`src/sv/eac_pkg.sv`:
```
// shared types and constants for the encoder angle conditioner
`default_nettype none

package eac_pkg;

	// angle format: one turn is 2^ANGLE_BITS counts, FRAC_BITS fraction bits below
	localparam int ANGLE_BITS = 14;
	localparam int FRAC_BITS  = 10;
	localparam int FX_BITS    = ANGLE_BITS + FRAC_BITS;
	localparam int FRAME_W    = ANGLE_BITS + 2;

	// filter gain in Q0.16, one extra bit so that unity gain fits
	localparam int ALPHA_FRAC = 16;
	localparam int ALPHA_W    = ALPHA_FRAC + 1;
	localparam int PROD_W     = ALPHA_W + 1 + FX_BITS;

	localparam int RUN_W   = 8;
	localparam int COUNT_W = 32;

	// result word layout
	localparam int OUT_FIELDS_W = FX_BITS + ANGLE_BITS + 1 + 3 * COUNT_W;
	localparam int OUT_DATA_W   = ((OUT_FIELDS_W + 7) / 8) * 8;

	// configuration port
	localparam int APB_ADDR_W = 4;
	localparam int APB_DATA_W = 32;

	typedef enum logic [1:0] {
		REG_FILTER_ALPHA   = 2'd0,
		REG_JUMP_THRESHOLD = 2'd1,
		REG_SPIKE_LIMIT    = 2'd2
	} reg_index_t;

	typedef enum logic [1:0] {
		STATUS_ACCEPTED = 2'd0,
		STATUS_PARITY   = 2'd1,
		STATUS_SPIKE    = 2'd2
	} frame_status_t;

	localparam logic [ALPHA_W-1:0]    ALPHA_RESET     = ALPHA_W'(1 << ALPHA_FRAC);
	localparam logic [ANGLE_BITS-1:0] THRESHOLD_RESET = ANGLE_BITS'(1 << (ANGLE_BITS - 1));
	localparam logic [RUN_W-1:0]      SPIKE_LIM_RESET = RUN_W'(3);

endpackage

`default_nettype wire

```
`src/sv/encoder_angle_conditioner_unit.sv`:
```
// encoder angle conditioner: parity check, spike rejection and iir angle filter
`default_nettype none

// Takes one raw sensor frame per transaction and returns one result per frame.
// A frame is captured in an input register, then parity check, wrap-aware
// jump test, spike run counting, the filter multiply (17 x 24 bits) and the
// modular update all resolve combinationally into the result register and the
// filter state, so a new frame is taken every clock while the result register
// is free or drains; a frame moves from the input to the result register. The
// multiply-add feeding the filter state is the critical path. tready on the
// input stays high while the result register drains or is free. Configuration
// registers (gain at 0x0, jump threshold at 0x4, spike limit at 0x8) must be
// written only while no frame is in flight.
module encoder_angle_conditioner_unit (
	input  wire logic                              clk,
	input  wire logic                              arst_n,
	// slave stream: [15:0] frame
	input  wire logic                              s_tvalid,
	output logic                                   s_tready,
	input  wire logic [eac_pkg::FRAME_W-1:0]       s_tdata,
	// master stream: [23:0] filtered_angle, [37:24] raw_angle, [38] magnet_flag,
	// [70:39] accepted_count, [102:71] parity_error_count,
	// [134:103] spike_rejects, [135] zero
	output logic                                   m_tvalid,
	input  wire logic                              m_tready,
	output logic [eac_pkg::OUT_DATA_W-1:0]         m_tdata,
	// [1:0] frame_status
	output logic [1:0]                             m_tuser,
	// configuration port
	input  wire logic                              psel,
	input  wire logic                              penable,
	input  wire logic                              pwrite,
	input  wire logic [eac_pkg::APB_ADDR_W-1:0]    paddr,
	input  wire logic [eac_pkg::APB_DATA_W-1:0]    pwdata,
	output logic [eac_pkg::APB_DATA_W-1:0]         prdata,
	output logic                                   pready
);
	import eac_pkg::*;

	// configuration registers
	logic [ALPHA_W-1:0]    alpha_q;
	logic [ANGLE_BITS-1:0] threshold_q;
	logic [RUN_W-1:0]      spike_limit_q;

	// input register
	logic                  valid_s1;
	logic [FRAME_W-1:0]    frame_s1;

	// filter state
	logic                  seeded_q;
	logic [ANGLE_BITS-1:0] last_raw_q;
	logic [FX_BITS-1:0]    filter_q;
	logic [RUN_W-1:0]      spike_run_q;
	logic                  magnet_q;
	logic [ANGLE_BITS-1:0] valid_raw_q;
	logic [COUNT_W-1:0]    accepted_q;
	logic [COUNT_W-1:0]    parity_q;
	logic [COUNT_W-1:0]    spike_q;

	// result register
	logic                  out_valid_q;
	logic [OUT_DATA_W-1:0] out_data_q;
	frame_status_t         out_status_q;

	logic                  advance;
	reg_index_t            wr_index;
	logic                  cfg_write;

	// apb decode
	assign pready    = 1'b1;
	assign cfg_write = psel & penable & pwrite & pready;
	assign wr_index  = reg_index_t'(paddr[3:2]);

	always_comb begin
		case (wr_index)
			REG_FILTER_ALPHA:   prdata = APB_DATA_W'(alpha_q);
			REG_JUMP_THRESHOLD: prdata = APB_DATA_W'(threshold_q);
			REG_SPIKE_LIMIT:    prdata = APB_DATA_W'(spike_limit_q);
			default:            prdata = '0;
		endcase
	end

	always_ff @(posedge clk or negedge arst_n) begin
		if (!arst_n) begin
			alpha_q       <= ALPHA_RESET;
			threshold_q   <= THRESHOLD_RESET;
			spike_limit_q <= SPIKE_LIM_RESET;
		end else if (cfg_write) begin
			case (wr_index)
				REG_FILTER_ALPHA:   alpha_q       <= pwdata[ALPHA_W-1:0];
				REG_JUMP_THRESHOLD: threshold_q   <= pwdata[ANGLE_BITS-1:0];
				REG_SPIKE_LIMIT:    spike_limit_q <= pwdata[RUN_W-1:0];
				default: ;
			endcase
		end
	end

	// handshake: the input register moves on whenever the result register is free or drains
	assign advance  = valid_s1 & (~out_valid_q | m_tready);
	assign s_tready = ~valid_s1 | advance;

	always_ff @(posedge clk or negedge arst_n) begin
		if (!arst_n) begin
			valid_s1 <= 1'b0;
		end else if (s_tready) begin
			valid_s1 <= s_tvalid;
		end
	end

	always_ff @(posedge clk) begin
		if (s_tready && s_tvalid) begin
			frame_s1 <= s_tdata;
		end
	end

	// frame decode and seeding
	logic                     parity_ok;
	logic [ANGLE_BITS-1:0]    raw;
	logic [ANGLE_BITS-1:0]    ref_raw;
	logic [FX_BITS-1:0]       raw_fx;
	logic [FX_BITS-1:0]       filt_cur;
	logic [RUN_W-1:0]         run_cur;

	assign parity_ok = ~(^frame_s1);
	assign raw       = frame_s1[FRAME_W-1:2];
	assign raw_fx    = {raw, {FRAC_BITS{1'b0}}};
	assign ref_raw   = seeded_q ? last_raw_q  : raw;
	assign filt_cur  = seeded_q ? filter_q    : raw_fx;
	assign run_cur   = seeded_q ? spike_run_q : '0;

	// wrap-aware jump test and spike run
	logic [ANGLE_BITS-1:0]    jump;
	logic [ANGLE_BITS-1:0]    jump_mag;
	logic                     big_jump;
	logic [RUN_W-1:0]         run_inc;
	logic                     reject;
	logic [RUN_W-1:0]         run_next;

	assign jump     = raw - ref_raw;
	assign jump_mag = jump[ANGLE_BITS-1] ? (~jump + 1'b1) : jump;
	assign big_jump = jump_mag > threshold_q;
	assign run_inc  = run_cur + 1'b1;
	assign reject   = big_jump & (run_inc < spike_limit_q);
	assign run_next = reject ? run_inc : '0;

	// filter step: round(alpha * wrapped difference), ties upward
	logic signed [FX_BITS-1:0] fdiff;
	logic signed [PROD_W-1:0]  prod;
	logic signed [PROD_W-1:0]  rounded;
	logic [FX_BITS-1:0]        step;
	logic [FX_BITS-1:0]        filt_next;

	assign fdiff     = $signed(raw_fx - filt_cur);
	assign prod      = $signed({1'b0, alpha_q}) * fdiff;
	assign rounded   = prod + PROD_W'(1 << (ALPHA_FRAC - 1));
	assign step      = rounded[FX_BITS+ALPHA_FRAC-1:ALPHA_FRAC];
	assign filt_next = filt_cur + step;

	// state update
	always_ff @(posedge clk or negedge arst_n) begin
		if (!arst_n) begin
			seeded_q    <= 1'b0;
			last_raw_q  <= '0;
			filter_q    <= '0;
			spike_run_q <= '0;
			magnet_q    <= 1'b0;
			valid_raw_q <= '0;
			accepted_q  <= '0;
			parity_q    <= '0;
			spike_q     <= '0;
		end else if (advance) begin
			if (!parity_ok) begin
				parity_q <= parity_q + 1'b1;
			end else begin
				seeded_q    <= 1'b1;
				valid_raw_q <= raw;
				magnet_q    <= frame_s1[1];
				spike_run_q <= run_next;
				if (reject) begin
					spike_q    <= spike_q + 1'b1;
					last_raw_q <= ref_raw;
					filter_q   <= filt_cur;
				end else begin
					last_raw_q <= raw;
					filter_q   <= filt_next;
					accepted_q <= accepted_q + 1'b1;
				end
			end
		end
	end

	// result values as they stand after this frame
	logic [FX_BITS-1:0]    res_filter;
	logic [ANGLE_BITS-1:0] res_raw;
	logic                  res_magnet;
	logic [COUNT_W-1:0]    res_acc;
	logic [COUNT_W-1:0]    res_par;
	logic [COUNT_W-1:0]    res_spk;
	frame_status_t         res_status;

	always_comb begin
		res_filter = filter_q;
		res_raw    = valid_raw_q;
		res_magnet = magnet_q;
		res_acc    = accepted_q;
		res_par    = parity_q;
		res_spk    = spike_q;
		res_status = STATUS_ACCEPTED;
		if (!parity_ok) begin
			res_par    = parity_q + 1'b1;
			res_status = STATUS_PARITY;
		end else begin
			res_raw    = raw;
			res_magnet = frame_s1[1];
			if (reject) begin
				res_filter = filt_cur;
				res_spk    = spike_q + 1'b1;
				res_status = STATUS_SPIKE;
			end else begin
				res_filter = filt_next;
				res_acc    = accepted_q + 1'b1;
			end
		end
	end

	// result register
	always_ff @(posedge clk or negedge arst_n) begin
		if (!arst_n) begin
			out_valid_q <= 1'b0;
		end else if (advance) begin
			out_valid_q <= 1'b1;
		end else if (m_tready) begin
			out_valid_q <= 1'b0;
		end
	end

	always_ff @(posedge clk) begin
		if (advance) begin
			out_data_q   <= OUT_DATA_W'({res_spk, res_par, res_acc, res_magnet,
				res_raw, res_filter});
			out_status_q <= res_status;
		end
	end

	assign m_tvalid = out_valid_q;
	assign m_tdata  = out_data_q;
	assign m_tuser  = out_status_q;

	// an item held in the input register stays while the result side is stalled
	a_hold_s1: assert property (@(posedge clk) disable iff (!arst_n)
		(valid_s1 && !advance) |=> (valid_s1 && $stable(frame_s1)))
		else $error("input register lost or changed a stalled frame");

	// exactly one of the three counters moves per processed frame
	a_one_count: assert property (@(posedge clk) disable iff (!arst_n)
		advance |=> ($countones({accepted_q != $past(accepted_q),
			parity_q != $past(parity_q), spike_q != $past(spike_q)}) == 1))
		else $error("frame counters did not move exactly once");

	// a spike rejection leaves the filter untouched
	a_spike_hold: assert property (@(posedge clk) disable iff (!arst_n)
		(advance && parity_ok && reject) |=> $stable(filter_q))
		else $error("filter moved on a rejected spike");

	// the result status never takes the unused code
	a_status: assert property (@(posedge clk) disable iff (!arst_n)
		m_tvalid |-> (m_tuser == STATUS_ACCEPTED || m_tuser == STATUS_PARITY
			|| m_tuser == STATUS_SPIKE))
		else $error("result carries an undefined frame status");

endmodule

`default_nettype wire
```
`config.mk`:
```
export PLATFORM = sky130hd
export DESIGN_NAME = encoder_angle_conditioner_unit
export DESIGN_NICKNAME = d
export VERILOG_FILES = /design/src/sv/eac_pkg.sv /design/src/sv/encoder_angle_conditioner_unit.sv
export SDC_FILE = /design/constraint.sdc
export NUM_CORES = 2
export LEC_CHECK = 0
export BUFFER_PORTS_ARGS = -buffer_cell sky130_fd_sc_hd__buf_4
export CORE_MARGIN = 8
export CORE_UTILIZATION = 51
export DETAILED_ROUTE_END_ITERATION = 7
export PLACE_DENSITY = 0.78
export SYNTH_ARGS = -nofsm -noshare
export SYNTH_HDL_FRONTEND = slang
export SYNTH_SLANG_ARGS = --single-unit
```
`constraint.sdc`:
```
create_clock -name clk -period 16.1 [get_ports clk]
set_input_delay 1.61 -clock clk [delete_from_list [all_inputs] [get_ports clk]]
set_output_delay 1.61 -clock clk [all_outputs]
set_load 0.01 [all_outputs]
```
# Word-level counts from Yosys, hierarchy flattened
# Cells that the tools add are included.
dict set report classes {
  add_sub_neg 9
  n_mul 1
  order_cmp 2
  n_eq_ne 2
  mux 19
  bitwise 10
  n_reduce_logical 8
}
# operator n
set ops {}
lappend ops {{$mux W32} 5}
lappend ops {{$add A32 B1 Y32 const B} 3}
lappend ops {{$mux W24} 3}
lappend ops {{$mux W14} 4}
lappend ops {{$pmux W17 S3} 1}
lappend ops {{$add A40 B17 Y40 const B} 1}
lappend ops {{$mul A18 B24 Y40} 1}
lappend ops {{$add A24 B24 Y24} 1}
lappend ops {{$sub A24 B24 Y24} 1}
lappend ops {{$mux W8} 2}
lappend ops {{$reduce_xor A16 Y1} 1}
lappend ops {{$add A14 B1 Y14 const B} 1}
lappend ops {{$gt A14 B14 Y1} 1}
lappend ops {{$not A14 Y14} 1}
lappend ops {{$sub A14 B14 Y14} 1}
lappend ops {{$add A8 B1 Y8 const B} 1}
lappend ops {{$lt A8 B8 Y1} 1}
lappend ops {{$reduce_and A2 Y1} 4}
lappend ops {{$and A1 B1 Y1} 4}
lappend ops {{$mux W1} 3}
lappend ops {{$not A1 Y1} 3}
lappend ops {{$eq A2 B1 Y1 const B} 1}
lappend ops {{$eq A2 B2 Y1 const B} 1}
lappend ops {{$logic_not A2 Y1} 1}
lappend ops {{4 further kinds} 5}
dict set report totals {
  reg_bits 352
  input_bits 59
  output_inout_bits 173
  word_cells 68
}

# Longest topological paths before layout
dict set report logic_depth {
  depth_word 9
  depth_mapped 48
  ltp_nobuf 46
}

# Worst setup path before layout
# OpenSTA, ideal clock, no wires.
dict set report synth_path {
  path_kind {register to register}
  from {register seeded_q}
  to {register out_data_q[23], in the netlist m_tdata[23] (data pin)}
  setup_ps 153
  arrival_ps 10527
  required_ps 15947
  path_slack_ps 5420
  stages_incl_launch_ff 47
  path_buffers 5
  period_less_slack_ps 10680
  path_cell_list {dfrtp_1 buf_2 clkbuf_1 clkbuf_1 buf_1 a21oi_1 ha_1 and4_4 a31oi_1 o21ai_1 or2_2 a21o_1 a21oi_1 xnor2_1 clkbuf_1 and2_1 fa_1 inv_1 [11 not listed] a211oi_1 o2111ai_1 nand3_1 o21ai_0 a21oi_1 o21bai_1 xor2_1 ha_1 and4_1 and3_1 nand4_1 a311oi_1 o31ai_1 a21o_1 a211oi_4 o21ai_2 o31a_1 o22ai_1}
}
dict set report synth_via {
  elab_chain_len 9
  word_cells_on_any_way 17
  cone_classes {6 x add/sub; 1 x mul; 2 x order compare; 6 x mux; 2 x bitwise}
}
# item line_no
set synth_lines {}
lappend synth_lines {{start, declared} encoder_angle_conditioner_unit.sv:50} ;# logic seeded_q;
lappend synth_lines {{start signal, assigned} encoder_angle_conditioner_unit.sv:162} ;# seeded_q <= 1'b0;
lappend synth_lines {{start signal, assigned} encoder_angle_conditioner_unit.sv:175} ;# seeded_q <= 1'b1;
lappend synth_lines {{branches (longest 7 deep; another with $mul A18 B24 Y40)} -}
lappend synth_lines {{$mux W24 (*)} encoder_angle_conditioner_unit.sv:215} ;# if (reject) begin
lappend synth_lines {{$mux W24 (*)} -}
lappend synth_lines {{via res_filter[23]} encoder_angle_conditioner_unit.sv:193} ;# logic [FX_BITS-1:0] res_filter;
lappend synth_lines {{end signal, assigned} encoder_angle_conditioner_unit.sv:239} ;# out_data_q <= OUT_DATA_W'({res_spk, res_par, res_acc, res_magnet,
lappend synth_lines {{end, declared} encoder_angle_conditioner_unit.sv:62} ;# logic [OUT_DATA_W-1:0] out_data_q;
# Mark *: on every way through the listed nets, which the timed path passes.
# A chain may end at the register's enable or synchronous reset.

# Worst setup path after layout
# Ends and elaborated chain as after synthesis.

==> reports/metrics.cfg <==
[worst_setup_path]
r2r_end=m_tdata[23]$_DFFE_PP_
crit_family=compound AO/OA/AOI/OAI gates
cp.depth=45
worstSetupStartpointType=flip-flop
crit_top_cell=fa_1
cp_num_buf_inv=7
r2r_slack_ns=3.51
r2r_start=seeded_q$_DFFE_PN0P_
slowest_delay_ns=0.56
critPathKind=flip-flop to flip-flop
critPathMaxFanout=48
required_ns=16.52
r2r_cells=45
endpoint_kind=flip-flop
critPathArrivalTime_ns=13.01
worst_path_max_delay_cell=a311oi_1

[grt]
grt_max_degree=76
globalRouteOverflowTotal=0
grt_use_total=0.2216
antenna_found_initial=7
grt_pass1_vias=24830
grt_pass1_wl_um=133100

[timing]
slew_headroom=0.1515
tns_ns=0
finalHoldViolCount=0
fmaxAchievable_ghz=0.07941
rsz0062_at_grt=false
worst_pin_slew_ns=1.273
skew_ns=0.03469
finalCriticalPeriod_ns=12.59
fin_crit_sh=0.7822
drv_slew=0
finalSetupViolations=0

[drt]
vias=24080
first_pass_iters=5
route.detailed.drc=0
drt-vias-per-instance=5.425
wirelength_um=82390
drt-initial-drc-count=1741
wl_per_cell_um=18.56
antenna_left=0

[floorplan]
die_y_um=271.1
start_util=0.5149
core-area_um2=64460
pin_count=232
die_w_um=271.1
die-area_um2=73510
placementRows=93

[clocking]
clkTransAtPathRegs_ns=0.07
clock_path_buffers=3
clk_latency_ns=0.60
cts_tree=done
ctsHoldBuffers=0
h-tree-depth=1
root_buffer=clkbuf_16
postCtsSetupBuffers=0
cts_inserted_buffers=31
post_cts_resized=0
clock_sinks=352

[finish]
area_delta_synth_final_pct=10.40
drive_above_1_share=0.1079
final_nets=4200
fill_cells=5461

[logic_synthesis]
async_flop_share=0.5653
avgSynthCellArea_um2=9.709
synth_edf_count=153
syn_inst=3419
synth_cell_types=84
ys_seq_area_frac=0.2886
syn_area_um2=33200
synth_ff_type=dfrtp_1
yosys_warnings=0
ys_ff_latch=352

[placed_design]
place_hpwl_um=63370
gp_congestion=0.9202
io_buffers=197

[status]
status=finished, final reports clean

[hold_path]
hold_end=valid_raw_q[1]$_DFFE_PN0P_
hold_depth=2
hold_path_class=flip-flop to flip-flop
hp-start=valid_raw_q[1]$_DFFE_PN0P_

[flow_run]
drv_cap=0

-- layout make-up --
cell class,count,area [um2],area share
timing repair buffer,245,1846,0.05036
multi-input combinational,2389,21080,0.5753
clock inverter,19,190.2,0.005189
sequential,352,9580,0.2614
inverter,535,2013,0.05493
clock buffer,39,857.1,0.02339
antenna,4,10.01,0.0002731
tap,855,1070,0.02919
-- cell usage in the layout, fill, tap and decap left out, types with 8 or more instances in the layout --
cell / instances
a21o_1: 35
a21oi_1: 82
a22o_1: 14
a31oi_1: 11
and2_1: 199
and3_1: 63
and4_1: 10
buf_4: 244
clkbuf_16: 32
conb_1: 17
dfrtp_1: 194
edfxtp_1: 153
fa_1: 390
ha_1: 197
inv_1: 532
mux2_2: 43
mux2i_1: 17
nand2_1: 476
nand2b_1: 12
nand3_1: 64
nand4_1: 43
nor2_1: 140
nor2b_1: 21
nor3_1: 43
o21a_1: 8
o21ai_0: 87
o21bai_1: 14
xnor2_1: 174
xor2_1: 114
-- worst max path at each step --
stage / start / endpoint / slack (ns)
after global routing: seeded_q$_DFFE_PN0P_ / m_tdata[23]$_DFFE_PP_ / 3.00
after detailed placement: seeded_q$_DFFE_PN0P_ / m_tdata[23]$_DFFE_PP_ / 3.82
final: seeded_q$_DFFE_PN0P_ / m_tdata[23]$_DFFE_PP_ / 3.51
after CTS: seeded_q$_DFFE_PN0P_ / m_tdata[23]$_DFFE_PP_ / 3.69
after global placement: seeded_q$_DFFE_PN0P_ / m_tdata[23]$_DFFE_PP_ / 3.89
after floorplan: seeded_q$_DFFE_PN0P_ / m_tdata[23]$_DFFE_PP_ / 5.42
-- tightest hold or removal path, delay by kind of cell, from the launching register on --
family / cells / cell delay [ns]
flops: 1 / 0.35
simple gates: 2 / 0.10
-- cells in the mapped netlist, drive strengths merged, types with 3 or more instances --
master | count | share of area
fa | 390 | 0.24
and2 | 200 | 0.038
nor2 | 142 | 0.016
nor3b | 3 | 0.00068
xor2 | 118 | 0.031
xnor2 | 179 | 0.047
nand3b | 7 | 0.0016
ha | 197 | 0.074
clkbuf | 119 | 0.013
o311ai | 3 | 0.00079
nor4 | 7 | 0.0020
a21o | 36 | 0.0082
o41ai | 4 | 0.0011
nand4 | 44 | 0.0085
nand2 | 478 | 0.054
dfstp | 4 | 0.0032
nand2b | 12 | 0.0023
a31oi | 11 | 0.0021
a21oi | 83 | 0.013
o21ai | 91 | 0.014
inv | 535 | 0.060
and4 | 11 | 0.0030
edfxtp | 153 | 0.14
o31ai | 7 | 0.0016
nand3 | 64 | 0.0096
mux2 | 43 | 0.015
a22o | 15 | 0.0040
o2111ai | 4 | 0.0011
a221o | 3 | 0.00090
mux2i | 17 | 0.0051
or3 | 7 | 0.0013
buf | 39 | 0.0069
dfrtp | 195 | 0.15
nor3 | 44 | 0.0066
o21bai | 14 | 0.0032
a211oi | 7 | 0.0023
a21boi | 3 | 0.00068
and3 | 64 | 0.012
o21a | 8 | 0.0018
nor2b | 21 | 0.0040
o211ai | 3 | 0.00068
or4 | 7 | 0.0017
a221oi | 3 | 0.00079
or2 | 3 | 0.00057
-- per-layer routing --
layer / vias to the layer above / part of all wire / wire length (um) / track usage
met5: - / 0.00016 / 13 / 0
met4: 2 / 0.031 / 2530 / 0.06194
met3: 167 / 0.078 / 6398 / 0.04596
met2: 826 / 0.48 / 39290 / 0.3647
met1: 12010 / 0.41 / 34150 / 0.2965
li1: 11070 / - / - / -
-- sequential cells by signal, summed over array words and instances (netlist names), 2 cells and up --
signal	flops
m_tdata	135
valid_raw_q	14
threshold_q	14
spike_run_q	8
last_raw_q	14
filter_q	24
m_tuser	2
spike_q	32
spike_limit_q	8
parity_q	32
alpha_q	17
frame_s1	16
accepted_q	32
-- per-stage QoR --
stage          cells  hold WS, ns    util  worst slack [ns]  cell area [um2]
6_report        4438       0.4847  0.5685             3.507            36650
5_1_grt         4437       0.5013  0.5685             2.999            36650
3_5_place_dp    4376       0.4670  0.5521             3.824            35590
2_1_floorplan   3434       0.4448       -             5.420            33250
3_3_place_gp    4376       0.4586  0.5521             3.889            35590
4_1_cts         4434       0.4840  0.5684             3.692            36640
-- cell families (layout without fill, tap and decap cells) --
| kind of cell | after synthesis | in the layout | share of synthesized area |
|---|---|---|---|
| adder cells (fa/ha/maj) | 587 | 587 | 0.3094 |
| AND/OR/NAND/NOR | 1118 | 1118 | 0.1634 |
| multiplexers | 60 | 60 | 0.01971 |
| buffers and inverters | 693 | 838 | 0.08085 |
| flip-flops | 352 | 352 | 0.2886 |
| AO/OA/AOI/OAI | 310 | 310 | 0.05948 |
| XOR/XNOR | 297 | 297 | 0.07836 |
| other | 2 | 21 | 0.0002262 |
Power is not shown: default switching activity piles up to over one toggle a cycle in this logic, so the estimate is an artifact.
